`src/hw/rtl/jtfe_pkg.sv`:
```
// ----------------------------------------------------------------------------
// jtfe_pkg
// Shared types and constants of the JSON text field extractor.
// ----------------------------------------------------------------------------
package jtfe_pkg;

    // Parser modes
    typedef enum logic [1:0] {
        MODE_SEARCH = 2'd0,
        MODE_STRING = 2'd1,
        MODE_ESCAPE = 2'd2,
        MODE_HEX    = 2'd3
    } mode_t;

    // Payload of one input item
    typedef struct packed {
        logic [7:0] in_byte;
        logic       msg_end;
    } in_item_t;

    // Payload of one result item
    typedef struct packed {
        logic [7:0] out_byte;
        logic       byte_valid;
        logic       run_last;
        logic       text_done;
    } out_item_t;

    // All results caused by one input item; cnt is 1 to 3
    typedef struct packed {
        logic [2:0][7:0] bytes;
        logic [1:0]      cnt;
        logic            data_valid;
        logic            done;
    } group_t;

endpackage

```
`src/hw/rtl/jtfe_stream_if.sv`:
```
// ----------------------------------------------------------------------------
// jtfe_stream_if
// Valid/ready channel carrying one payload item per handshake.
// ----------------------------------------------------------------------------
interface jtfe_stream_if #(
    parameter type payload_t = logic
);
    logic     valid;
    logic     ready;
    payload_t data;

    modport source (
        output valid,
        output data,
        input  ready
    );

    modport sink (
        input  valid,
        input  data,
        output ready
    );
endinterface

```
`src/hw/rtl/jtfe_front.sv`:
```
// ----------------------------------------------------------------------------
// jtfe_front
// Byte parser: key search, string pass-through, escape and \u decoding.
// Pushes one group of up to three result bytes per accepted item that yields any.
// ----------------------------------------------------------------------------
module jtfe_front (
    input  logic             clk,
    input  logic             rst_n,
    input  logic             in_valid,
    output logic             in_ready,
    input  jtfe_pkg::in_item_t in_data,
    input  logic             queue_full,
    output logic             push,
    output jtfe_pkg::group_t grp
);

    localparam logic [7:0] CH_QUOTE = 8'h22;
    localparam logic [7:0] CH_BSL   = 8'h5C;
    localparam logic [7:0] CH_T     = 8'h74;
    localparam logic [7:0] CH_U     = 8'h75;
    localparam logic [2:0] KEY_LAST = 3'd7;
    localparam logic [2:0] KEY_FALLBACK_AT = 3'd6;
    localparam logic [7:0][7:0] KEY = {8'h22, 8'h3A, 8'h22, 8'h74,
                                        8'h78, 8'h65, 8'h74, 8'h22};

    jtfe_pkg::mode_t mode_reg, mode_next;
    logic [2:0]      key_reg, key_next;
    logic [1:0]      hex_cnt_reg, hex_cnt_next;
    logic [11:0]     cp_reg, cp_next;

    logic            accept;
    logic [7:0]      c;
    logic            last;
    logic [3:0]      hv;
    logic [15:0]     cp_full;

    function automatic logic [3:0] hex_value(input logic [7:0] h);
        logic [3:0] v;
        v = 4'd0;
        if (h >= 8'h30 && h <= 8'h39) v = 4'(h - 8'h30);
        else if (h >= 8'h61 && h <= 8'h66) v = 4'(h - 8'h57);
        else if (h >= 8'h41 && h <= 8'h46) v = 4'(h - 8'h37);
        return v;
    endfunction

    assign in_ready = !queue_full;
    assign accept   = in_valid && in_ready;
    assign c        = in_data.in_byte;
    assign last     = in_data.msg_end;
    assign hv       = hex_value(c);
    assign cp_full  = {cp_reg, hv};

    // Next state
    always_comb
    begin
        mode_next    = mode_reg;
        key_next     = key_reg;
        hex_cnt_next = hex_cnt_reg;
        cp_next      = cp_reg;
        unique case (mode_reg)
            jtfe_pkg::MODE_SEARCH:
            begin
                if (c == KEY[key_reg])
                begin
                    if (key_reg == KEY_LAST)
                    begin
                        mode_next = jtfe_pkg::MODE_STRING;
                        key_next  = 3'd0;
                    end
                    else
                    begin
                        key_next = key_reg + 3'd1;
                    end
                end
                else if (key_reg == KEY_FALLBACK_AT && c == CH_T)
                    key_next = 3'd2;  // the matched "text" closes in a quote
                else if (c == CH_QUOTE)
                    key_next = 3'd1;
                else
                    key_next = 3'd0;
            end
            jtfe_pkg::MODE_STRING:
            begin
                if (c == CH_BSL)
                begin
                    if (!last) mode_next = jtfe_pkg::MODE_ESCAPE;
                end
                else if (c == CH_QUOTE)
                begin
                    mode_next = jtfe_pkg::MODE_SEARCH;
                    key_next  = 3'd0;
                end
            end
            jtfe_pkg::MODE_ESCAPE:
            begin
                if (c == CH_U)
                begin
                    mode_next    = jtfe_pkg::MODE_HEX;
                    hex_cnt_next = 2'd0;
                    cp_next      = 12'd0;
                end
                else
                begin
                    mode_next = jtfe_pkg::MODE_STRING;
                end
            end
            jtfe_pkg::MODE_HEX:
            begin
                if (hex_cnt_reg != 2'd3)
                begin
                    cp_next      = cp_full[11:0];
                    hex_cnt_next = hex_cnt_reg + 2'd1;
                end
                else
                begin
                    mode_next    = jtfe_pkg::MODE_STRING;
                    hex_cnt_next = 2'd0;
                    cp_next      = 12'd0;
                end
            end
            default:
            begin
                mode_next = jtfe_pkg::MODE_SEARCH;
            end
        endcase
        // End of message: back to search
        if (last)
        begin
            mode_next    = jtfe_pkg::MODE_SEARCH;
            key_next     = 3'd0;
            hex_cnt_next = 2'd0;
            cp_next      = 12'd0;
        end
    end

    // Result group
    always_comb
    begin
        grp            = '0;
        grp.data_valid = 1'b1;
        unique case (mode_reg)
            jtfe_pkg::MODE_SEARCH:
            begin
                grp.cnt = 2'd0;
            end
            jtfe_pkg::MODE_STRING:
            begin
                if (c == CH_BSL)
                begin
                    if (last)
                    begin
                        grp.bytes[0] = c;
                        grp.cnt      = 2'd1;
                    end
                end
                else if (c != CH_QUOTE)
                begin
                    grp.bytes[0] = c;
                    grp.cnt      = 2'd1;
                end
            end
            jtfe_pkg::MODE_ESCAPE:
            begin
                grp.cnt = 2'd1;
                unique case (c)
                    8'h62:   grp.bytes[0] = 8'h08;
                    8'h66:   grp.bytes[0] = 8'h0C;
                    8'h6E:   grp.bytes[0] = 8'h0A;
                    8'h72:   grp.bytes[0] = 8'h0D;
                    8'h74:   grp.bytes[0] = 8'h09;
                    CH_U:    grp.cnt      = 2'd0;
                    default: grp.bytes[0] = c;
                endcase
            end
            jtfe_pkg::MODE_HEX:
            begin
                if (hex_cnt_reg == 2'd3)
                begin
                    if (cp_full < 16'h0080)
                    begin
                        grp.bytes[0] = cp_full[7:0];
                        grp.cnt      = 2'd1;
                    end
                    else if (cp_full < 16'h0800)
                    begin
                        grp.bytes[0] = 8'hC0 | {3'd0, cp_full[10:6]};
                        grp.bytes[1] = 8'h80 | {2'd0, cp_full[5:0]};
                        grp.cnt      = 2'd2;
                    end
                    else
                    begin
                        grp.bytes[0] = 8'hE0 | {4'd0, cp_full[15:12]};
                        grp.bytes[1] = 8'h80 | {2'd0, cp_full[11:6]};
                        grp.bytes[2] = 8'h80 | {2'd0, cp_full[5:0]};
                        grp.cnt      = 2'd3;
                    end
                end
            end
            default:
            begin
                grp.cnt = 2'd0;
            end
        endcase
        if (last)
        begin
            grp.done = 1'b1;
            if (grp.cnt == 2'd0)
            begin
                // bare end marker
                grp.cnt        = 2'd1;
                grp.data_valid = 1'b0;
                grp.bytes[0]   = 8'd0;
            end
        end
        push = accept && (grp.cnt != 2'd0);
    end

    always_ff @(posedge clk or negedge rst_n)
    begin
        if (!rst_n)
        begin
            mode_reg    <= jtfe_pkg::MODE_SEARCH;
            key_reg     <= 3'd0;
            hex_cnt_reg <= 2'd0;
            cp_reg      <= 12'd0;
        end
        else if (accept)
        begin
            mode_reg    <= mode_next;
            key_reg     <= key_next;
            hex_cnt_reg <= hex_cnt_next;
            cp_reg      <= cp_next;
        end
    end

endmodule

```
`src/hw/rtl/jtfe_queue.sv`:
```
// ----------------------------------------------------------------------------
// jtfe_queue
// Short FIFO of result groups between the parser and the serialiser.
// ----------------------------------------------------------------------------
module jtfe_queue #(
    parameter int DEPTH = 4
) (
    input  logic             clk,
    input  logic             rst_n,
    input  logic             push,
    input  jtfe_pkg::group_t wr_data,
    output logic             full,
    input  logic             pop,
    output jtfe_pkg::group_t rd_data,
    output logic             empty
);

    localparam int AW = (DEPTH > 1) ? $clog2(DEPTH) : 1;
    localparam int CW = $clog2(DEPTH + 1);
    localparam logic [AW-1:0] PTR_LAST = AW'(DEPTH - 1);
    localparam logic [CW-1:0] CNT_FULL = CW'(DEPTH);

    jtfe_pkg::group_t mem [DEPTH];
    logic [AW-1:0]    wr_ptr_reg, rd_ptr_reg;
    logic [CW-1:0]    cnt_reg;
    logic             do_push, do_pop;

    assign full    = (cnt_reg == CNT_FULL);
    assign empty   = (cnt_reg == '0);
    assign do_push = push && !full;
    assign do_pop  = pop && !empty;
    assign rd_data = mem[rd_ptr_reg];

    always_ff @(posedge clk)
    begin
        if (do_push) mem[wr_ptr_reg] <= wr_data;
    end

    always_ff @(posedge clk or negedge rst_n)
    begin
        if (!rst_n)
        begin
            wr_ptr_reg <= '0;
            rd_ptr_reg <= '0;
            cnt_reg    <= '0;
        end
        else
        begin
            if (do_push) wr_ptr_reg <= (wr_ptr_reg == PTR_LAST) ? '0 : wr_ptr_reg + 1'b1;
            if (do_pop)  rd_ptr_reg <= (rd_ptr_reg == PTR_LAST) ? '0 : rd_ptr_reg + 1'b1;
            if (do_push && !do_pop)      cnt_reg <= cnt_reg + 1'b1;
            else if (do_pop && !do_push) cnt_reg <= cnt_reg - 1'b1;
        end
    end

endmodule

```
`src/hw/rtl/jtfe_back.sv`:
```
// ----------------------------------------------------------------------------
// jtfe_back
// Serialiser: takes one group from the queue and hands out its result items
// one per cycle while out_ready is high, marking group last and message end.
// ----------------------------------------------------------------------------
module jtfe_back (
    input  logic              clk,
    input  logic              rst_n,
    input  logic              q_empty,
    input  jtfe_pkg::group_t  q_data,
    output logic              pop,
    output logic              out_valid,
    input  logic              out_ready,
    output jtfe_pkg::out_item_t out_data
);

    jtfe_pkg::group_t grp_reg;
    logic             have_reg;
    logic [1:0]       idx_reg;
    logic             is_last;
    logic             done_with_grp;

    assign is_last       = (idx_reg == grp_reg.cnt - 2'd1);
    assign done_with_grp = !have_reg || (out_ready && is_last);
    assign pop           = done_with_grp && !q_empty;
    assign out_valid     = have_reg;

    always_comb
    begin
        unique case (idx_reg)
            2'd0:    out_data.out_byte = grp_reg.bytes[0];
            2'd1:    out_data.out_byte = grp_reg.bytes[1];
            default: out_data.out_byte = grp_reg.bytes[2];
        endcase
        out_data.byte_valid = grp_reg.data_valid;
        out_data.run_last   = is_last;
        out_data.text_done  = grp_reg.done && is_last;
    end

    always_ff @(posedge clk)
    begin
        if (pop) grp_reg <= q_data;
    end

    always_ff @(posedge clk or negedge rst_n)
    begin
        if (!rst_n)
        begin
            have_reg <= 1'b0;
            idx_reg  <= 2'd0;
        end
        else if (done_with_grp)
        begin
            have_reg <= !q_empty;
            idx_reg  <= 2'd0;
        end
        else if (out_ready)
        begin
            // advance within the group
            idx_reg <= idx_reg + 2'd1;
        end
    end

endmodule

```
`src/hw/rtl/json_text_field_extractor.sv`:
```
// ----------------------------------------------------------------------------
// json_text_field_extractor
// Streams a JSON message and emits the decoded text of every "text" member.
// ----------------------------------------------------------------------------
// din carries one message byte per item (in_byte, msg_end marking the final
// byte). dout carries decoded text bytes one per item: byte_valid is 0 only
// on a bare end marker, run_last flags the last result caused by an input
// byte, and text_done flags the final result of a message.
// Each input byte yields zero to three result items (three for a \u escape
// at or above U+0800); every msg_end byte yields at least one.
// Throughput: one input byte per cycle while the output side keeps up and
// no byte expands into more than one result; output runs at one item per
// cycle while dout is ready, so a multi-byte UTF-8 sequence leaves one
// byte at a time. A result reaches dout by way of the group queue, which
// the parser writes, and then the serialiser register that the queue loads.
// When dout stalls, groups collect in the QUEUE_DEPTH-entry queue and din
// drops ready once it is full. Reset clears the parser to key search and
// empties the queue; nothing needs filling before the first byte.
// ----------------------------------------------------------------------------
module json_text_field_extractor #(
    parameter int QUEUE_DEPTH = 4
) (
    input  logic clk,
    input  logic rst_n,
    jtfe_stream_if.sink   din,
    jtfe_stream_if.source dout
);

    jtfe_pkg::group_t fr_grp;
    jtfe_pkg::group_t q_grp;
    logic             fr_push;
    logic             q_full;
    logic             q_empty;
    logic             q_pop;

    jtfe_front u_front (
        .clk        (clk),
        .rst_n      (rst_n),
        .in_valid   (din.valid),
        .in_ready   (din.ready),
        .in_data    (din.data),
        .queue_full (q_full),
        .push       (fr_push),
        .grp        (fr_grp)
    );

    jtfe_queue #(
        .DEPTH (QUEUE_DEPTH)
    ) u_queue (
        .clk     (clk),
        .rst_n   (rst_n),
        .push    (fr_push),
        .wr_data (fr_grp),
        .full    (q_full),
        .pop     (q_pop),
        .rd_data (q_grp),
        .empty   (q_empty)
    );

    jtfe_back u_back (
        .clk       (clk),
        .rst_n     (rst_n),
        .q_empty   (q_empty),
        .q_data    (q_grp),
        .pop       (q_pop),
        .out_valid (dout.valid),
        .out_ready (dout.ready),
        .out_data  (dout.data)
    );

endmodule
```
`src/flat_wrapper.sv`:
```
// flat-port wrapper written by rule: the top's interface ports become plain ports
module json_text_field_extractor_flat 
#(
    parameter int QUEUE_DEPTH = 4
)
  (clk, rst_n, din_valid, din_data, din_ready, dout_valid, dout_data, dout_ready);
  jtfe_stream_if din_i ();
  jtfe_stream_if dout_i ();
  input  logic clk;
  input  logic rst_n;
  input wire logic [$bits(din_i.valid)-1:0] din_valid;
  input wire logic [$bits(din_i.data)-1:0] din_data;
  output wire logic [$bits(din_i.ready)-1:0] din_ready;
  output wire logic [$bits(dout_i.valid)-1:0] dout_valid;
  output wire logic [$bits(dout_i.data)-1:0] dout_data;
  input wire logic [$bits(dout_i.ready)-1:0] dout_ready;
  assign din_i.valid = din_valid;
  assign din_i.data = din_data;
  assign din_ready = din_i.ready;
  assign dout_valid = dout_i.valid;
  assign dout_data = dout_i.data;
  assign dout_i.ready = dout_ready;
  json_text_field_extractor #(.QUEUE_DEPTH(QUEUE_DEPTH)) u_core (.clk(clk), .rst_n(rst_n), .din(din_i), .dout(dout_i));
endmodule
```
`config.mk`:
```
export PLATFORM = sky130hd
export DESIGN_NAME = json_text_field_extractor_flat
export DESIGN_NICKNAME = d
export VERILOG_FILES = /design/src/hw/rtl/jtfe_pkg.sv /design/src/hw/rtl/jtfe_stream_if.sv /design/src/hw/rtl/jtfe_front.sv /design/src/hw/rtl/jtfe_queue.sv /design/src/hw/rtl/jtfe_back.sv /design/src/hw/rtl/json_text_field_extractor.sv /design/src/flat_wrapper.sv
export SDC_FILE = /design/constraint.sdc
export NUM_CORES = 1
export LEC_CHECK = 0
export BUFFER_PORTS_ARGS = -buffer_cell sky130_fd_sc_hd__buf_2
export CORE_UTILIZATION = 50
export CTS_CLUSTER_SIZE = 40
export DETAILED_ROUTE_END_ITERATION = 10
export HOLD_SLACK_MARGIN = 0.15
export PLACE_DENSITY = 0.8
export SLEW_MARGIN = 25
export SYNTH_ARGS = -nofsm -noshare
export SYNTH_HDL_FRONTEND = slang
export SYNTH_SLANG_ARGS = --single-unit
```
`constraint.sdc`:
```
create_clock -name clk -period 3 [get_ports clk]
set_input_delay 0.15 -clock clk [delete_from_list [all_inputs] [get_ports clk]]
set_output_delay 0.15 -clock clk [all_outputs]
set_load 0.02 [all_outputs]
```
==> Word-level counts from Yosys, hierarchy flattened <==
Memories as Yosys holds them, arrays and structs flattened. A register that Yosys moved wholly into a read port is not among the register bits.
Index checks and enable logic that the tools add are counted.
{ "totals": {"word_cells": 98, "mem_bits_ro": 64, "in_bits": 5, "n_memories": 2, "out_inout_bits": 3, "ram_bits": 112, "regBits": 29} }
{ "mem_list": {"columns": ["name", "words", "width", "rd", "rd_clocked_by_memory_dff", "write_ports", "line", "source"], "rows": [
  ["u_core.u_queue.mem", 4, 28, 1, 1, 1, "jtfe_queue.sv:23", "jtfe_pkg::group_t mem [DEPTH];"],
  ["(name not given)", 8, 8, 1, 0, 0, "jtfe_front.sv:63", "if (c == KEY[key_reg])"]
]} }
{ "op_classes": {"order_cmp": 3, "eq_ne": 14, "muxes": 34, "addsub": 8, "reduce_logical": 28} }
{ "ops": {"columns": ["op", "n"], "rows": [
  ["2-to-1 mux 12 bit", 4],
  ["2-to-1 mux 16 bit", 3],
  ["2-to-1 mux 26 bit", 1],
  ["2-to-1 mux 8 bit", 3],
  ["2-to-1 mux 2 bit", 11],
  ["2-to-1 mux 3 bit", 6],
  ["less-than comparator 16 x 12 -> 1 bit, second input constant", 1],
  ["less-than comparator 16 x 8 -> 1 bit, second input constant", 1],
  ["case mux 2 bit (3 select lines)", 2],
  ["2-to-1 mux 11 bit", 1],
  ["equality test 2 bit, second input constant", 5],
  ["2-to-1 mux 10 bit", 1],
  ["nonzero test 2 bit", 5],
  ["logical AND 1 bit", 9],
  ["inequality test 3 bit, second input constant", 3],
  ["adder 2 x 1 -> 2 bit, second input constant", 4],
  ["zero test 8 bit", 1],
  ["adder 3 x 1 -> 3 bit, second input constant", 2],
  ["equality test 3 bit, second input constant", 2],
  ["zero test 1 bit", 5],
  ["AND reduction 5 bit", 1],
  ["zero test 2 bit", 2],
  ["less-than comparator 3 x 4 -> 1 bit, second input constant", 1],
  ["inequality test 2 bit, second input constant", 2],
  ["other kinds (9)", 11]
]} }

==> Depth between registers and ports, before layout <==
{ "depth": {"depth_word": 15, "mapped_depth": 9, "ltp_nobuf": 9} }

==> By module <==
A second synthesis with hierarchy kept.
{ "unflattened": {"hier_cells": 534, "hier_area_um2": 7801.2} }
{ "by_module_without_submodules": {"columns": ["module", "seq_area_each_um2", "cells_each", "instances", "area_each_um2"], "rows": [
  ["jtfe_queue", 3538.4, 183, 1, 4469.3],
  ["jtfe_front", 475.5, 271, 1, 2128.3],
  ["jtfe_back", 915.9, 79, 1, 1199.9],
  ["json_text_field_extractor", 0.0, 1, 1, 3.8]
]} }

==> Worst setup path after synthesis <==
Ideal clock, no wire load.
{ "synth_timing": {"path_kind": "flip-flop to flip-flop", "startpoint": "register u_core.u_queue.cnt_reg[0]", "endpoint": "register u_core.u_queue.cnt_reg[2]", "t_required_ns": 2.921, "stages_incl_launch_ff": 10, "synth_period_minus_slack_ns": 2.036, "path_buffers": 0, "setup_slack_ns": 0.964, "setup_time_ns": 0.079, "t_arrival_ns": 1.956, "cell_sequence": "dfrtp_1 > nor3_1 > a31oi_4 > inv_1 > ha_1 > inv_1 > fa_1 > xor2_1 > nor2_1 > xor2_1"} }
{ "synth_via": {"elab_cells_between_ends": 18, "classes_between": "add/sub: 2; eq/ne: 1; mux: 2; reduce/logical: 13"} }
{ "synth_rtl": {"columns": ["item", "line", "source"], "rows": [
  ["start: declaration", "jtfe_queue.sv:25", "logic [CW-1:0] cnt_reg;"],
  ["start signal: assignment", "jtfe_queue.sv:51", "if (do_push && !do_pop) cnt_reg <= cnt_reg + 1'b1;"],
  ["start signal: assignment", "jtfe_queue.sv:52", "else if (do_pop && !do_push) cnt_reg <= cnt_reg - 1'b1;"],
  ["zero test 3 bit *", "jtfe_queue.sv:29", "assign empty = (cnt_reg == '0);"],
  ["zero test 1 bit *", "jtfe_back.sv:25", "assign pop = done_with_grp && !q_empty;"],
  ["logical AND 1 bit *", "jtfe_back.sv:25", null],
  ["named net u_core.q_pop", "json_text_field_extractor.sv:34", "logic q_pop;"],
  ["logical AND 1 bit *", "jtfe_queue.sv:31", "assign do_pop = pop && !empty;"],
  ["zero test 1 bit", "jtfe_queue.sv:51", null],
  ["logical AND 1 bit", "jtfe_queue.sv:51", null],
  ["2-to-1 mux 3 bit or nonzero test 2 bit (tied branches)", null, null]
]} }
The timed path passes the listed nets; every way through them passes the cells marked *. The select of a mux whose other input is x is not followed.
A chain may end at the register's enable or synchronous reset.

==> Worst setup path in the final report <==
Same ends and word-level chain as after synthesis.

==> results.md <==
- Power Density: 861.5 nW/um2
- TritonCTS clock tree: yes
- Post-synth cell types: 25
- Critical path class: flop to flop
- Post-DR vias/cell: 4.964
- Synth area leaders: edfxtp_1 (30%), dfrtp_1 (27%), ha_1 (7.5%)
- Remaining DRCs: 0
- Final setup fails: 0
- Post-synth top cells: dfrtp_1 (11), edfxtp_1 (10), ha_1 (6)
- Endpoint class of the critical path: flop
- Seq cells post-synth: 21
- WL/cell: 12.96 um
- Fin crit period: 2.314 ns
- Most common cell in the synthesized netlist: dfrtp_1
- Largest area contributor in the netlist: edfxtp_1
- Peak fanout along the critical path: 5
- First-pass GRT wire length: about 2400 um
- Total Wirelength: 1426 um
- Yosys Warn Count: 0
- Post-placement cell count: 102
- # clock sinks: 21
- RSZ-0062 raised after global routing: false
- Fin Setup TNS: 0 ns
- Status: finished, final reports clean
- Initial antenna violation count: 0
- Synthesized area: between 1000 and 1500 um2
- Sequential area share after synthesis: 0.5729
- Final GP Congestion: 0.6796
- Number of flip-flops in the largest register: 8
- Worst rel slew slack: 0.6744
- Worst vdd rail ir drop: 0.5702 mV
- Pleak: 0.4570 nW
- Vias: 546
- Starting Density: 0.5576
- Drt initial violations: 1
- DR pass1 iterations: 2
- Row count: 15
- Slew Limit Fails: 0
- CP max stage cell: dfrtp_1
- Clk_skew: 0.006422 ns
- Ys async rst share: 0.5238
- Setup Buffers After CTS: 0
- Hold Vio Cnt, Final: 0
- Post-synth EDFFs: 10
- Upper clock frequency limit: about 430 MHz
- Layout Nets: 98
- Area share of the largest cell type after synthesis: 0.2989
- Num CTS Buffers: 3
- Max-cap violations: 0
- N_diodes: 0
- Detailed Place HPWL: 1081 um
- Worst slew pin tran: between 0.4 and 0.5 ns
- GRT Resource Usage Total: 0.1653
- Setup crit start kind: flop
- Core Region: 1802 um2
- Vias in the first global route: 560
- Final cell count without fillers: 110
- DIE AREA: 2193 um2
- Avg Cell Area, Syn: 14.35 um2
- R2R Setup Slk: 0.69 ns
- Crit-path cells: nor3_1 -> a31oi_4 -> inv_1 -> ha_1 -> inv_1 -> fa_1 -> xor2_1 -> nor2_1 -> xor2_1
- Largest net degree at the start of global routing: 12
- Grt ovf: 0
- Register area: 575.6 um2
- Tcrit/Tclk final: 0.7714
- Mapped Cells: 70
- Layout cells sized above 1: 0.2471
- Tightest Hold Check Type: input port to flop
- CTS H-Tree Depth: 1
- Deepest clock path buffer count: 2
- Layout area overhead: 13.20%
- Mapped Nets: 82
- # IOs: 8
- Layout filler cell count: 143
- Port bufs: 7
- CP max stage delay: 0.45 ns
- Worst Path Required: 3.20 ns
- Footprint of the multi-input gates: 410.4 um2
- Arrival time at the worst endpoint: 2.52 ns
- Die width: 46.83 um
- Die height: 46.83 um
- Clock-pin transition on the worst setup and hold timing paths: between 0.1 and 0.15 ns
- Worst skew pair latency: 0.29 ns
- Cts repair resizes: 0
- Main synth FF type: dfrtp_1
- Root Buffer: clkbuf_4
- Post-route ant nets: 0
-- metrics by stage --
stage	utilization	hold slack [ns]	instance area, um2	total power, mW	setup slack [ns]
final	0.6313	0.1669	1137	0.9799	0.6857
after global routing	0.6313	0.1638	1137	1.065	0.5573
after CTS	0.6313	0.1550	1137	0.9991	0.6714
after detailed placement	0.5944	0.03073	1071	0.8630	0.7338
after global placement	0.5944	0.02806	1071	0.8316	0.7842
after floorplan	-	-0.1456	1005	0.7706	0.9643
-- logic make-up after synthesis --
| family | share of synthesized area |
|---|---|
| compound gates | 0.04857 |
| xor+xnor | 0.04359 |
| fa+ha+maj | 0.09464 |
| buf+inv | 0.01868 |
| flops | 0.5728 |
| mux | 0.1083 |
| simple gates | 0.1133 |
-- worst max-delay path, delay by kind of cell, from the launching register on --
| kind | cells | cell delay, ns |
|---|---|---|
| compound gates | 1 | 0.11 |
| xor+xnor | 2 | 0.34 |
| flops | 1 | 0.45 |
| simple gates | 2 | 0.56 |
| buf+inv | 2 | 0.15 |
| fa+ha+maj | 2 | 0.61 |
-- layout by cell type, fill, tap and decap left out, drive strengths merged --
cell type | Yosys | routed
a21oi | 1 | 1
a21boi | 1 | 1
and2 | 5 | 5
o21ai | 1 | 1
nand3b | 1 | 1
dfrtp | 11 | 11
or3b | 1 | 1
nand4b | 1 | 1
nor3 | 1 | 1
nand4bb | 1 | 1
edfxtp | 10 | 10
xor2 | 2 | 2
xnor2 | 3 | 3
or2 | 1 | 1
nand3 | 1 | 1
inv | 5 | 5
fa | 1 | 1
buf | 0 | 7
mux4 | 2 | 2
a31oi | 2 | 2
dlygate4sd3 | 0 | 4
nand2 | 3 | 3
nor2 | 5 | 5
mux2 | 5 | 5
clkbuf | 0 | 4
ha | 6 | 6
-- power by group --
part	total (mW)	switching (mW)	internal [mW]
clock network	0.127	0.0755	0.0516
registers	0.493	0.0965	0.397
logic	0.359	0.158	0.201
total	0.980	0.330	0.649
-- path summary, 6_finish.rpt --
path,start,endpoint,cells past startpoint
hold / removal,dout_ready,u_core.u_back.idx_reg[0]$_DFFE_PN0P_,3
setup / recovery,u_core.u_queue.cnt_reg[0]$_DFFE_PN0P_,u_core.u_queue.cnt_reg[2]$_DFFE_PN0P_,9
hold reg to reg,u_core.u_queue.cnt_reg[0]$_DFFE_PN0P_,u_core.u_queue.cnt_reg[0]$_DFFE_PN0P_,1
min in group asynchronous,rst_n,u_core.u_queue.cnt_reg[0]$_DFFE_PN0P_,2
setup reg to reg,u_core.u_queue.cnt_reg[0]$_DFFE_PN0P_,u_core.u_queue.cnt_reg[2]$_DFFE_PN0P_,9
max in group asynchronous,rst_n,u_core.u_queue.wr_ptr_reg[1]$_DFFE_PN0P_,2
-- final cells by class --
class | instances | area share
flip-flops and latches | 21 | 0.5061
inverters | 5 | 0.01650
clock buffers | 4 | 0.02310
repair buffers | 11 | 0.06601
multi-input cells | 44 | 0.3608
well taps | 25 | 0.02750
-- metal layers --
metal,up-vias,global-route usage,routed length (um)
li1,277,-,-
met1,260,0.1858,620
met2,7,0.2861,759
met3,2,0.04615,27
met4,0,0.08571,19
met5,-,0,0
-- what timing repair did --
action,CTS,global route
setup endpoints to repair,0,0
hold buffers,4,0
hold endpoints to repair,16,0
(Power assumes the default switching activity.)
